$ cat config.mk
export PLATFORM = sky130hd
export DESIGN_NAME = shell_line_lexer
export DESIGN_NICKNAME = d
export VERILOG_FILES = /design/src/rtl/shl_pkg.sv /design/src/rtl/shl_front.sv /design/src/rtl/shl_queue.sv /design/src/rtl/shl_back.sv /design/src/rtl/shell_line_lexer.sv
export SDC_FILE = /design/constraint.sdc
export NUM_CORES = 1
export LEC_CHECK = 0
export BUFFER_PORTS_ARGS = -buffer_cell sky130_fd_sc_hd__buf_2
export CORE_ASPECT_RATIO = 2
export CORE_MARGIN = 4
export CORE_UTILIZATION = 35
export CTS_CLUSTER_DIAMETER = 60
export CTS_CLUSTER_SIZE = 16
export DETAILED_ROUTE_END_ITERATION = 8
export SYNTH_ARGS = -nofsm -noshare
export SYNTH_HDL_FRONTEND = slang
export SYNTH_SLANG_ARGS = --single-unit
$ cat constraint.sdc
create_clock -name aclk -period 7.1 [get_ports aclk]
set_clock_uncertainty 0.05 [all_clocks]
set_input_delay 1.065 -clock aclk [delete_from_list [all_inputs] [get_ports aclk]]
set_output_delay 1.065 -clock aclk [all_outputs]
set_load 0.02 [all_outputs]
$ cat src/rtl/shl_pkg.sv
package shl_pkg;

    // character codes used by the lexer
    localparam logic [7:0] ESC_RESET   = 8'hB6;
    localparam logic [7:0] CH_HASH     = 8'h23;
    localparam logic [7:0] CH_LBRACE   = 8'h7B;
    localparam logic [7:0] CH_RBRACE   = 8'h7D;
    localparam logic [7:0] CH_BTICK    = 8'h60;
    localparam logic [7:0] CH_DQUOTE   = 8'h22;
    localparam logic [7:0] CH_SQUOTE   = 8'h27;
    localparam logic [7:0] CH_SLASH    = 8'h2F;
    localparam logic [7:0] CH_BSLASH   = 8'h5C;
    localparam logic [7:0] CH_CR       = 8'h0D;
    localparam logic [7:0] CH_LF       = 8'h0A;

    localparam logic [15:0] LINE_RESET = 16'd1;

    // result kinds
    localparam logic KIND_TEXT   = 1'b0;
    localparam logic KIND_MARKER = 1'b1;

    // queue between front and back
    localparam int QDEPTH  = 4;
    localparam int QPTR_W  = $clog2(QDEPTH);
    localparam int QCNT_W  = $clog2(QDEPTH + 1);

    // quoting states; each escape variant follows its plain state
    typedef enum logic [4:0] {
        ST_TEXT, ST_TEXT_E, ST_COMM, ST_COMM_E, ST_VSTR, ST_VSTR_E,
        ST_DSTR, ST_DSTR_E, ST_SSTR, ST_SSTR_E, ST_EBEG, ST_E1, ST_E1_E,
        ST_E2, ST_E2_E, ST_E3, ST_FSTR, ST_FSTR_E, ST_BSTR, ST_BSTR_E
    } lex_state_t;

    // one queued action: up to two results for one input transfer
    typedef struct packed {
        logic        first_kind;
        logic [7:0]  first_byte;
        logic        second_valid;
        logic [7:0]  second_byte;
        logic [15:0] line;
    } lex_action_t;

    typedef struct packed {
        logic full;
        logic empty;
    } q_status_t;

    // states that hold back an escape byte
    function automatic logic holds_escape(input lex_state_t s);
        logic r;
        begin
            case (s)
                ST_TEXT_E, ST_VSTR_E, ST_DSTR_E, ST_SSTR_E,
                ST_E1_E, ST_E2_E, ST_FSTR_E, ST_BSTR_E: r = 1'b1;
                default: r = 1'b0;
            endcase
            return r;
        end
    endfunction

    // plain state for an escape variant
    function automatic lex_state_t unescaped(input lex_state_t s);
        lex_state_t r;
        begin
            case (s)
                ST_TEXT_E: r = ST_TEXT;
                ST_VSTR_E: r = ST_VSTR;
                ST_DSTR_E: r = ST_DSTR;
                ST_SSTR_E: r = ST_SSTR;
                ST_E1_E:   r = ST_E1;
                ST_E2_E:   r = ST_E2;
                ST_FSTR_E: r = ST_FSTR;
                ST_BSTR_E: r = ST_BSTR;
                default:   r = ST_TEXT;
            endcase
            return r;
        end
    endfunction

    function automatic lex_state_t text_next(input logic [7:0] c, input logic [7:0] e);
        lex_state_t r;
        begin
            if (c == CH_HASH) begin
                r = ST_COMM;
            end else if (c == e) begin
                r = ST_TEXT_E;
            end else begin
                case (c)
                    CH_LBRACE: r = ST_VSTR;
                    CH_DQUOTE: r = ST_DSTR;
                    CH_SQUOTE: r = ST_SSTR;
                    CH_BTICK:  r = ST_EBEG;
                    CH_SLASH:  r = ST_FSTR;
                    CH_BSLASH: r = ST_BSTR;
                    default:   r = ST_TEXT;
                endcase
            end
            return r;
        end
    endfunction

    function automatic lex_state_t quoted(input logic [7:0] c, input logic [7:0] e,
                                          input logic [7:0] close,
                                          input lex_state_t base,
                                          input lex_state_t base_e);
        lex_state_t r;
        begin
            if (c == close) begin
                r = ST_TEXT;
            end else if (c == e) begin
                r = base_e;
            end else begin
                r = base;
            end
            return r;
        end
    endfunction

endpackage

$ cat src/rtl/shl_front.sv
module shl_front (
    input  logic                  aclk,
    input  logic                  aresetn,
    input  logic                  cfg_wr_en,
    input  logic [7:0]            cfg_wr_data,
    input  logic                  in_valid,
    output logic                  in_ready,
    input  logic [7:0]            in_byte,
    input  logic                  in_finish,
    input  shl_pkg::q_status_t    q_status,
    output logic                  push,
    output shl_pkg::lex_action_t  action
);

    shl_pkg::lex_state_t state_reg, state_next;
    logic [15:0]         line_reg, line_next;
    logic                content_reg, content_next;
    logic [7:0]          esc_reg;

    logic accept;
    logic is_nl;
    logic esc_held;
    logic end_cmd;
    logic emit_c;

    assign in_ready = !q_status.full;
    assign accept   = in_valid && in_ready;
    assign is_nl    = in_finish || (in_byte == shl_pkg::CH_CR) || (in_byte == shl_pkg::CH_LF);
    assign esc_held = shl_pkg::holds_escape(state_reg);

    // escape code register
    always_ff @(posedge aclk) begin
        if (!aresetn) begin
            esc_reg <= shl_pkg::ESC_RESET;
        end else if (cfg_wr_en) begin
            esc_reg <= cfg_wr_data;
        end
    end

    // next quoting state
    always_comb begin
        if (is_nl) begin
            state_next = esc_held ? shl_pkg::unescaped(state_reg) : shl_pkg::ST_TEXT;
        end else begin
            case (state_reg)
                shl_pkg::ST_COMM:
                    state_next = (in_byte == esc_reg) ? shl_pkg::ST_COMM_E : shl_pkg::ST_COMM;
                shl_pkg::ST_COMM_E:
                    state_next = shl_pkg::ST_COMM;
                shl_pkg::ST_TEXT_E, shl_pkg::ST_DSTR_E, shl_pkg::ST_E1_E, shl_pkg::ST_E2_E:
                    state_next = shl_pkg::unescaped(state_reg);
                shl_pkg::ST_SSTR, shl_pkg::ST_SSTR_E:
                    state_next = shl_pkg::quoted(in_byte, esc_reg, shl_pkg::CH_SQUOTE,
                                                 shl_pkg::ST_SSTR, shl_pkg::ST_SSTR_E);
                shl_pkg::ST_FSTR, shl_pkg::ST_FSTR_E:
                    state_next = shl_pkg::quoted(in_byte, esc_reg, shl_pkg::CH_SLASH,
                                                 shl_pkg::ST_FSTR, shl_pkg::ST_FSTR_E);
                shl_pkg::ST_BSTR, shl_pkg::ST_BSTR_E:
                    state_next = shl_pkg::quoted(in_byte, esc_reg, shl_pkg::CH_BSLASH,
                                                 shl_pkg::ST_BSTR, shl_pkg::ST_BSTR_E);
                shl_pkg::ST_VSTR, shl_pkg::ST_VSTR_E:
                    state_next = shl_pkg::quoted(in_byte, esc_reg, shl_pkg::CH_RBRACE,
                                                 shl_pkg::ST_VSTR, shl_pkg::ST_VSTR_E);
                shl_pkg::ST_DSTR:
                    state_next = shl_pkg::quoted(in_byte, esc_reg, shl_pkg::CH_DQUOTE,
                                                 shl_pkg::ST_DSTR, shl_pkg::ST_DSTR_E);
                shl_pkg::ST_EBEG:
                    state_next = (in_byte == shl_pkg::CH_BTICK) ? shl_pkg::ST_E2 :
                                 shl_pkg::quoted(in_byte, esc_reg, shl_pkg::CH_BTICK,
                                                 shl_pkg::ST_E1, shl_pkg::ST_E1_E);
                shl_pkg::ST_E1:
                    state_next = shl_pkg::quoted(in_byte, esc_reg, shl_pkg::CH_BTICK,
                                                 shl_pkg::ST_E1, shl_pkg::ST_E1_E);
                shl_pkg::ST_E2:
                    state_next = (in_byte == shl_pkg::CH_BTICK) ? shl_pkg::ST_E3 :
                                 (in_byte == esc_reg) ? shl_pkg::ST_E2_E : shl_pkg::ST_E2;
                shl_pkg::ST_E3:
                    state_next = (in_byte == shl_pkg::CH_BTICK) ? shl_pkg::ST_TEXT :
                                 shl_pkg::text_next(in_byte, esc_reg);
                default:
                    state_next = shl_pkg::text_next(in_byte, esc_reg);
            endcase
        end
    end

    // decide what this transfer produces
    always_comb begin
        end_cmd = in_finish || !(esc_held || (state_reg == shl_pkg::ST_COMM_E));
        emit_c  = (state_reg != shl_pkg::ST_COMM) && (state_reg != shl_pkg::ST_COMM_E) &&
                  (state_next != shl_pkg::ST_COMM) && !shl_pkg::holds_escape(state_next);
        action.line = line_reg;
        if (is_nl) begin
            push                = accept && end_cmd && content_reg;
            action.first_kind   = shl_pkg::KIND_MARKER;
            action.first_byte   = 8'h00;
            action.second_valid = 1'b0;
            action.second_byte  = 8'h00;
            content_next        = content_reg && !end_cmd;
            line_next           = line_reg + 16'd1;
        end else begin
            push                = accept && (esc_held || emit_c);
            action.first_kind   = shl_pkg::KIND_TEXT;
            action.first_byte   = esc_held ? esc_reg : in_byte;
            action.second_valid = esc_held && emit_c;
            action.second_byte  = in_byte;
            content_next        = content_reg || esc_held || emit_c;
            line_next           = line_reg;
        end
    end

    // lexer state registers
    always_ff @(posedge aclk) begin
        if (!aresetn) begin
            state_reg   <= shl_pkg::ST_TEXT;
            line_reg    <= shl_pkg::LINE_RESET;
            content_reg <= 1'b0;
        end else if (accept) begin
            state_reg   <= state_next;
            line_reg    <= line_next;
            content_reg <= content_next;
        end
    end

endmodule

$ cat src/rtl/shl_queue.sv
module shl_queue (
    input  logic                  aclk,
    input  logic                  aresetn,
    input  logic                  push,
    input  shl_pkg::lex_action_t  push_data,
    input  logic                  pop,
    output shl_pkg::lex_action_t  head,
    output shl_pkg::q_status_t    status
);

    shl_pkg::lex_action_t               slot_reg [shl_pkg::QDEPTH];
    logic [shl_pkg::QPTR_W-1:0]         wr_ptr_reg;
    logic [shl_pkg::QPTR_W-1:0]         rd_ptr_reg;
    logic [shl_pkg::QCNT_W-1:0]         count_reg;

    assign status.full  = (count_reg == shl_pkg::QCNT_W'(shl_pkg::QDEPTH));
    assign status.empty = (count_reg == '0);
    assign head         = slot_reg[rd_ptr_reg];

    // entry storage
    always_ff @(posedge aclk) begin
        if (push) begin
            slot_reg[wr_ptr_reg] <= push_data;
        end
    end

    // pointers and fill level
    always_ff @(posedge aclk) begin
        if (!aresetn) begin
            wr_ptr_reg <= '0;
            rd_ptr_reg <= '0;
            count_reg  <= '0;
        end else begin
            if (push) begin
                wr_ptr_reg <= wr_ptr_reg + shl_pkg::QPTR_W'(1);
            end
            if (pop) begin
                rd_ptr_reg <= rd_ptr_reg + shl_pkg::QPTR_W'(1);
            end
            if (push && !pop) begin
                count_reg <= count_reg + shl_pkg::QCNT_W'(1);
            end else if (pop && !push) begin
                count_reg <= count_reg - shl_pkg::QCNT_W'(1);
            end
        end
    end

    a_no_overflow: assert property (@(posedge aclk) disable iff (!aresetn)
        push |-> !status.full)
        else $error("queue written while full");

    a_no_underflow: assert property (@(posedge aclk) disable iff (!aresetn)
        pop |-> !status.empty)
        else $error("queue read while empty");

endmodule

$ cat src/rtl/shl_back.sv
module shl_back (
    input  logic                  aclk,
    input  logic                  aresetn,
    input  shl_pkg::lex_action_t  head,
    input  shl_pkg::q_status_t    q_status,
    output logic                  pop,
    output logic                  out_valid,
    input  logic                  out_ready,
    output logic                  out_kind,
    output logic [7:0]            out_byte,
    output logic [15:0]           out_line,
    output logic                  out_last
);

    logic        valid_reg;
    logic        second_reg;
    logic        kind_reg;
    logic [7:0]  byte_reg;
    logic [15:0] line_reg;
    logic        last_reg;
    logic        load;

    // output slot is free when empty or being drained this cycle
    assign load = (!valid_reg || out_ready) && !q_status.empty;
    assign pop  = load && (second_reg || !head.second_valid);

    // result register and second-result phase
    always_ff @(posedge aclk) begin
        if (!aresetn) begin
            valid_reg  <= 1'b0;
            second_reg <= 1'b0;
        end else begin
            if (load) begin
                valid_reg  <= 1'b1;
                second_reg <= !second_reg && head.second_valid;
            end else if (out_ready) begin
                valid_reg  <= 1'b0;
            end
        end
    end

    always_ff @(posedge aclk) begin
        if (load) begin
            line_reg <= head.line;
            if (second_reg) begin
                kind_reg <= shl_pkg::KIND_TEXT;
                byte_reg <= head.second_byte;
                last_reg <= 1'b1;
            end else begin
                kind_reg <= head.first_kind;
                byte_reg <= head.first_byte;
                last_reg <= !head.second_valid;
            end
        end
    end

    assign out_valid = valid_reg;
    assign out_kind  = kind_reg;
    assign out_byte  = byte_reg;
    assign out_line  = line_reg;
    assign out_last  = last_reg;

    a_phase_has_entry: assert property (@(posedge aclk) disable iff (!aresetn)
        second_reg |-> !q_status.empty)
        else $error("second result pending with no queued entry");

    a_marker_is_last: assert property (@(posedge aclk) disable iff (!aresetn)
        (valid_reg && (kind_reg == shl_pkg::KIND_MARKER)) |-> last_reg)
        else $error("end-of-command marker not flagged last");

    a_second_follows: assert property (@(posedge aclk) disable iff (!aresetn)
        (load && !second_reg && head.second_valid) |=> (second_reg && !last_reg))
        else $error("first of two results flagged last");

endmodule

$ cat src/rtl/shell_line_lexer.sv
// Shell line lexer: first-phase lexing of a command shell source stream.
// Input channel (s_axis): one raw source byte per transfer; tuser set means
// finish, which acts as a newline and then closes any open command.
// Output channel (m_axis): command text bytes and end-of-command markers,
// each tagged with the line count as it stood before the causing byte;
// tlast flags the last result produced by one input transfer. An input byte
// yields zero, one or two results.
// Configuration: cfg_wr_en/cfg_wr_data write the escape byte at any idle time.
// Throughput: one input byte per cycle while the queue is not full; the output
// side delivers one result per cycle while m_axis_tready is high, and a byte
// that releases a held escape yields two results. The front decodes the quoting
// state combinationally and writes a four-entry queue; the back drains it into
// a registered output, so each result passes the queue and the output register.
// Reset (aresetn low, synchronous): text state, line count 1, empty command,
// escape byte 0xB6, queue and output emptied.
// Receiver stall: results wait in the output register and queue; s_axis_tready
// drops only when the queue is full.
module shell_line_lexer (
    input  logic        aclk,
    input  logic        aresetn,
    input  logic        cfg_wr_en,
    input  logic [7:0]  cfg_wr_data,
    input  logic        s_axis_tvalid,
    output logic        s_axis_tready,
    input  logic [7:0]  s_axis_tdata,   // [7:0] in_byte
    input  logic        s_axis_tuser,   // [0] finish
    output logic        m_axis_tvalid,
    input  logic        m_axis_tready,
    output logic [23:0] m_axis_tdata,   // [7:0] out_byte, [23:8] line_number
    output logic        m_axis_tuser,   // [0] kind
    output logic        m_axis_tlast    // last
);

    shl_pkg::lex_action_t action;
    shl_pkg::lex_action_t head;
    shl_pkg::q_status_t   q_status;
    logic                 push;
    logic                 pop;
    logic [7:0]           out_byte;
    logic [15:0]          out_line;

    // state tracking and classification
    shl_front u_front (
        .aclk        (aclk),
        .aresetn     (aresetn),
        .cfg_wr_en   (cfg_wr_en),
        .cfg_wr_data (cfg_wr_data),
        .in_valid    (s_axis_tvalid),
        .in_ready    (s_axis_tready),
        .in_byte     (s_axis_tdata),
        .in_finish   (s_axis_tuser),
        .q_status    (q_status),
        .push        (push),
        .action      (action)
    );

    // decoupling queue
    shl_queue u_queue (
        .aclk      (aclk),
        .aresetn   (aresetn),
        .push      (push),
        .push_data (action),
        .pop       (pop),
        .head      (head),
        .status    (q_status)
    );

    // result sequencing
    shl_back u_back (
        .aclk      (aclk),
        .aresetn   (aresetn),
        .head      (head),
        .q_status  (q_status),
        .pop       (pop),
        .out_valid (m_axis_tvalid),
        .out_ready (m_axis_tready),
        .out_kind  (m_axis_tuser),
        .out_byte  (out_byte),
        .out_line  (out_line),
        .out_last  (m_axis_tlast)
    );

    assign m_axis_tdata = {out_line, out_byte};

endmodule

==> results of run 1 <==
area by class of cell:
cell class | count | area share (%)
Sequential cell | 209 | 57.69
Multi-Input combinational cell | 341 | 29.82
Clock buffer | 26 | 4.562
Tap cell | 336 | 4.177
Timing Repair Buffer | 55 | 2.884
Clock inverter | 3 | 0.4475
Inverter | 11 | 0.4102
cells in the final DEF (no fill, tap or decap), types with 10 or more instances in the layout:
| cell type | instances |
|---|---|
| xnor2_1 | 24 |
| and2_1 | 26 |
| edfxtp_1 | 162 |
| nor2b_1 | 12 |
| nor2_1 | 28 |
| buf_2 | 49 |
| nand4_1 | 10 |
| nand2_1 | 43 |
| mux4_2 | 34 |
| dfxtp_1 | 46 |
| clkbuf_16 | 17 |
| mux2i_1 | 22 |
critical path, cell delays in order:
cell      delay (ns)
buf_2           0.19
and3b_1         0.21
o211a_1         0.26
nor2_2          0.43
inv_2           0.29
nor4b_2         0.45
a41oi_4         0.20
and4_1          0.25
a31o_1          0.22
o31ai_4         0.31
a22oi_4         0.14
inv_1           0.09
ha_1            0.18
inv_1           0.07
fa_1            0.43
xor2_1          0.16
or3_1           0.30
a21boi_0        0.16
cell families after synthesis:
logic type,Yosys count,share of synthesized area (%)
AND/OR/NAND/NOR,183,11.87
adder cells (fa/ha/maj),7,1.059
AO/OA/AOI/OAI,58,5.351
buffers and inverters,43,2.146
XOR/XNOR,27,2.634
flip-flops,209,64.66
multiplexers,66,12.28
report_power, final:
part,internal [W],leakage [nW],switching [W]
clock network,0.000487,0.242,0.000411
logic,0.000317,1.27,0.000447
registers,0.00151,1.93,0.0000787
worst paths after layout:
| path | end | slack, ns |
|---|---|---|
| worst max register to register | u_queue.count_reg[2] | 2.33 |
| worst min-delay path | u_queue.slot_reg[0][15] | 0.47 |
| worst min register to register | u_queue.slot_reg[0][15] | 0.47 |
| worst max-delay path | u_queue.count_reg[2] | 2.04 |
metrics by stage:
step | power (W) | utilization [%] | instances
2_1_floorplan | 0.002172 | - | 593
3_3_place_gp | 0.002392 | 38.03 | 952
3_5_place_dp | 0.002410 | 38.03 | 952
4_1_cts | 0.003310 | 40.04 | 981
5_1_grt | 0.003424 | 40.04 | 981
6_report | 0.003256 | 40.04 | 981
per-layer routing:
layer  global-route usage, %  vias to the layer above  share of wire [%]
met4                   5.295                        0                3.2
met1                   13.92                     2512                 36
li1                        -                     2338                  -
met2                   26.28                      105                 57
met5                       0                        -                  0
met3                   1.659                       33                3.5
==> results.md, run 1 <==
- Worst setup path start: s_axis_tdata[2]
- RSZ-0062 raised after global routing: no
- Most frequent cells after synthesis: edfxtp_1, dfxtp_1, nand2_1, mux4_2, nor2_1
- Max FFs per register: 136
- Top post-synthesis cells by area: edfxtp_1, dfxtp_1, mux4_2
- Root Driver: clkbuf_16
- Period minus WS final: 5.057 ns
- Cell taking the most area after synthesis: edfxtp_1
- Initial antenna violation count: 0
- Max-slew violations: 0
- Hold path start: u_front.line_reg[15]
- Max-cap violation count: 0
- Outcome: completed
- Placement Cell Area: 9560 sq um
- Crit Path Class: in2reg
- Die X: 121.3 microns
- Number of synthesized flops with an enable pin: 162
- Mean Syn Cell Area: 15.14 sq um
- CTS tree: yes
- Yosys warning total: 0
- Hold crit path type: reg2reg
- Post-CTS Setup Inserts: 0
- First-pass GRT wire length: 29,280 microns
- Vias in the first global route: 5,280
- Crit path max fanout: 20
- WHS: 0.4661 ns
- Sink Count: 209
- Post-synthesis sequential area ratio: 64.66%
- Std-Cell Rows: 82
- Starting density of the core: 35.72%
- Post-route ant nets: 0
- Worst slew margin: 27.71%
- Pre-CTS setup slack: 1.499 ns
- Area Growth Syn to Fin: 12.10%
- Post-Syn Nets: 622
- Number of I/O port buffers: 49
- Clk pin slew, worst setup/hold paths: 0.08 ns
- CORE AREA: 25,140 sq um
- Dpl hpwl: 12,520 microns
- Worst-Skew Late Latency: 0.48 ns
- Maximum root-to-sink buffer count: 3
- Worst Path Required: 7.46 ns
- Max H-tree Level: 1
- Power density cells: 323.5 nW/um^2
- Final global-route overflow total: 0
- CTS-repair resized insts: 0
- Multi-input gate area: 3002 sq um
- CP arrival: 5.42 ns
- Top_reg_cell synth: edfxtp_1
- Hold Buf Count CTS: 0
- Antenna cells: 0
- Drt pass-1 iters: 4
- DRC viols: 0
- Setup crit start kind: input port
- Final period utilization: 71.22%
- Yosys reg bits: 209
- Post-synth ARST share: 0%
- Final setup viols: 0
- Layout Nets: 664
- Worst setup EP type: flip-flop
- Seq. cell area: 5807 sq um
- Global Route Usage Sum: 13.29%
- FF-to-FF path depth: 16
- Worst-Margin Slew: 1.082 ns
- GPL Wtd Cong: 0.8610
- Mapped cell area: 8979 sq um
- Largest net degree at the start of global routing: 44
- Die Footprint: 28,440 sq um
- Final Hold Viols: 0
- Die Y: 234.5 microns
- Worst vdd ir: 0.1863 mV
- Starting DRT DRC Count: 283
- Synth unique cells: 74
- Drt total wl: 18,580 microns
- I/O pins: 50
- Peak Freq: 197.7 MHz
- Drt via density: 5.085
- DR vias: 4,988
- Most frequent cell after synthesis: edfxtp_1
- Setup WS post-layout: 2.043 ns
- Area share of the leading cell type in the synthesized netlist: 54.18%
- Share of cells above drive strength 1: 22.02%
- Fin Setup TNS: 0 ns
- Hold Path Depth: 0
- Syn Inst Count: 593
- Cell area after layout: 10,060 sq um
- FF-to-FF Start: u_front.state_reg[1]
- Fill count: 2,335
- Reported leakage power: 3.443 nW
- Total CTS buffers: 17
- WL per Instance: 18.94 microns
No activity file was read; power rests on OpenSTA's default activity.
==> run 2: changes to the inputs <==
==> constraint.sdc (replaced) <==
create_clock -name aclk -period 4.5 [get_ports aclk]
set_clock_uncertainty 0.05 [all_clocks]
set_input_delay 0.675 -clock aclk [delete_from_list [all_inputs] [get_ports aclk]]
set_output_delay 0.675 -clock aclk [all_outputs]
set_load 0.02 [all_outputs]
==> run 2 against run 1 <==
Effect of this change:
- sequential cell count stayed put
- combinational power is 68% higher
- critical endpoint unchanged
- critical path depth is 1 higher
- setup slack worse by 1.8 ns
- sequential power is 57% higher
- clock power is 51% higher
- count of clock-buffer cells in the layout is 1 higher
- register-to-register slack worse by 2.1 ns
- largest cell class unchanged
==> results.md, run 2 (synthesized netlist as in run 1, its figures left out) <==
- Outcome: completed
- Die Footprint: 28,440 sq um
- R2R setup slack: 0.22 ns
- Root Driver: clkbuf_16
- Die X: 121.3 microns
- Clk pin slew, worst setup/hold paths: 0.07 ns
- Setup WS post-layout: 0.2181 ns
- Worst Path Required: 4.85 ns
- Die Y: 234.5 microns
- Largest net degree at the start of global routing: 44
- Drt pass-1 iters: 4
- Peak Freq: 233.5 MHz
- Max-cap violation count: 0
- Final global-route overflow total: 0
- Layout Nets: 691
- Dpl hpwl: 13,090 microns
- First-pass GRT wire length: 29,700 microns
- Sink Count: 209
- Worst-Skew Late Latency: 0.48 ns
- WL per Instance: 18.95 microns
- DRC viols: 0
- FF-to-FF Start: u_front.state_reg[2]
- Crit Path Class: reg2reg
- Drt total wl: 19,110 microns
- Std-Cell Rows: 82
- I/O pins: 50
- Dpl cells: 979
- Period minus WS final: 4.282 ns
- Post-route ant nets: 0
- Share of cells above drive strength 1: 25.74%
- Worst R2R End: u_queue.count_reg[2]
- Global Route Usage Sum: 13.60%
- Drt via density: 5.032
- GPL Wtd Cong: 0.8491
- Post-CTS Setup Inserts: 0
- Tot Pwr: 0.005137 W
- Worst setup EP type: flip-flop
- Setup crit start kind: flip-flop
- Crit path max fanout: 10
- Hold Path Depth: 3
- Starting density of the core: 35.72%
- Power density cells: 497.7 nW/um^2
- Hold endpoint: u_front.esc_reg[1]
- Hold path start: cfg_wr_data[1]
- Final period utilization: 95.15%
- Worst slew margin: 47.54%
- Initial antenna violation count: 0
- Most common cell after layout, fill and taps aside: edfxtp_1
- Cell area after layout: 10,320 sq um
- Pre-CTS setup slack: -0.3742 ns
- Worst vdd ir: 0.2296 mV
- Worst-Margin Slew: 0.7858 ns
- Max-slew violations: 0
- Starting DRT DRC Count: 188
- CTS tree: yes
- Hold crit path type: in2reg
- Area Growth Syn to Fin: 14.95%
- Placement Cell Area: 9813 sq um
- Final Hold Viols: 0
- DR vias: 5,072
- Max H-tree Level: 1
- Final setup viols: 0
- Total CTS buffers: 17
- Final std cells w/o fill: 1,008
- Vias in the first global route: 5,439
- RSZ-0062 raised after global routing: no
- CORE AREA: 25,140 sq um
- Antenna cells: 0
- CP arrival: 4.63 ns
- Number of I/O port buffers: 49
- Reported leakage power: 3.582 nW
- Maximum root-to-sink buffer count: 3
- Commonest cells after routing, fill and taps aside: edfxtp_1, buf_2, dfxtp_1, nand2_1, mux4_2
- Max FFs per register: 136
- FF-to-FF path depth: 19
==> run 2: layout make-up <==
type | instances | area, sq um
tap | 336 | 420.4
sequential | 209 | 5809
inverter | 11 | 41.29
clock inverter | 2 | 17.52
clock buffer | 27 | 462.9
fill | 2309 | 14820
multi-input combinational | 341 | 3027
timing repair buffer | 82 | 543.0
==> run 2: through the flow <==
| step | utilization (%) | hold WS, ns | TNS (ns) |
|---|---|---|---|
| detailed placement | 39.04 | 0.4616 | -0.5256 |
| floorplan | - | 0.4209 | -60.27 |
| CTS | 40.95 | 0.3573 | 0 |
| global route | 41.06 | 0.3808 | 0 |
| global placement | 39.04 | 0.4294 | -0.4308 |
| finish | 41.06 | 0.3761 | 0 |
==> run 2: critical path: stages, from the launching register on <==
cell	delay, ns
dfxtp_2	0.35
buf_4	0.17
nor2b_1	0.14
o41ai_1	0.63
buf_4	0.25
a211oi_1	0.07
nand4_1	0.14
o311a_1	0.25
buf_4	0.16
nor4_1	0.05
or2_1	0.27
o31ai_4	0.24
a22oi_4	0.08
inv_1	0.07
ha_1	0.16
inv_1	0.06
fa_1	0.43
xor2_1	0.16
or3_1	0.30
a21boi_0	0.18
==> run 2: worst max path at each step <==
stage	startpoint	endpoint	slack [ns]	depth (start not counted)
2_1_floorplan	s_axis_tdata[1]	u_queue.slot_reg[0][0]	-0.44	11
3_3_place_gp	s_axis_tdata[1]	u_queue.count_reg[2]	-0.29	19
3_5_place_dp	s_axis_tdata[1]	u_queue.count_reg[2]	-0.37	19
4_1_cts	s_axis_tdata[1]	u_queue.count_reg[2]	0.11	19
5_1_grt	u_front.state_reg[4]	u_queue.count_reg[2]	0.006	17
6_report	u_front.state_reg[2]	u_queue.count_reg[2]	0.22	19
==> run 2: what timing repair did <==
action,4_1_cts,5_1_grt
resized for setup,0,6
setup endpoints to repair,0,1
hold buffers,0,0
==> run 2: layer usage <==
metal	share of wire, %	track usage (%)	routed length, microns	vias up
met1	35	13.66	6634	2553
met4	4.0	6.487	758	0
met2	59	27.15	11230	89
met5	0	0	0	-
li1	-	-	-	2391
met3	2.5	1.515	481	39
==> run 2: report_power, final <==
group          total, W  switching [W]  internal (W)
clock network   0.00136       0.000646      0.000714
logic           0.00128       0.000729      0.000550
registers       0.00250       0.000112       0.00239
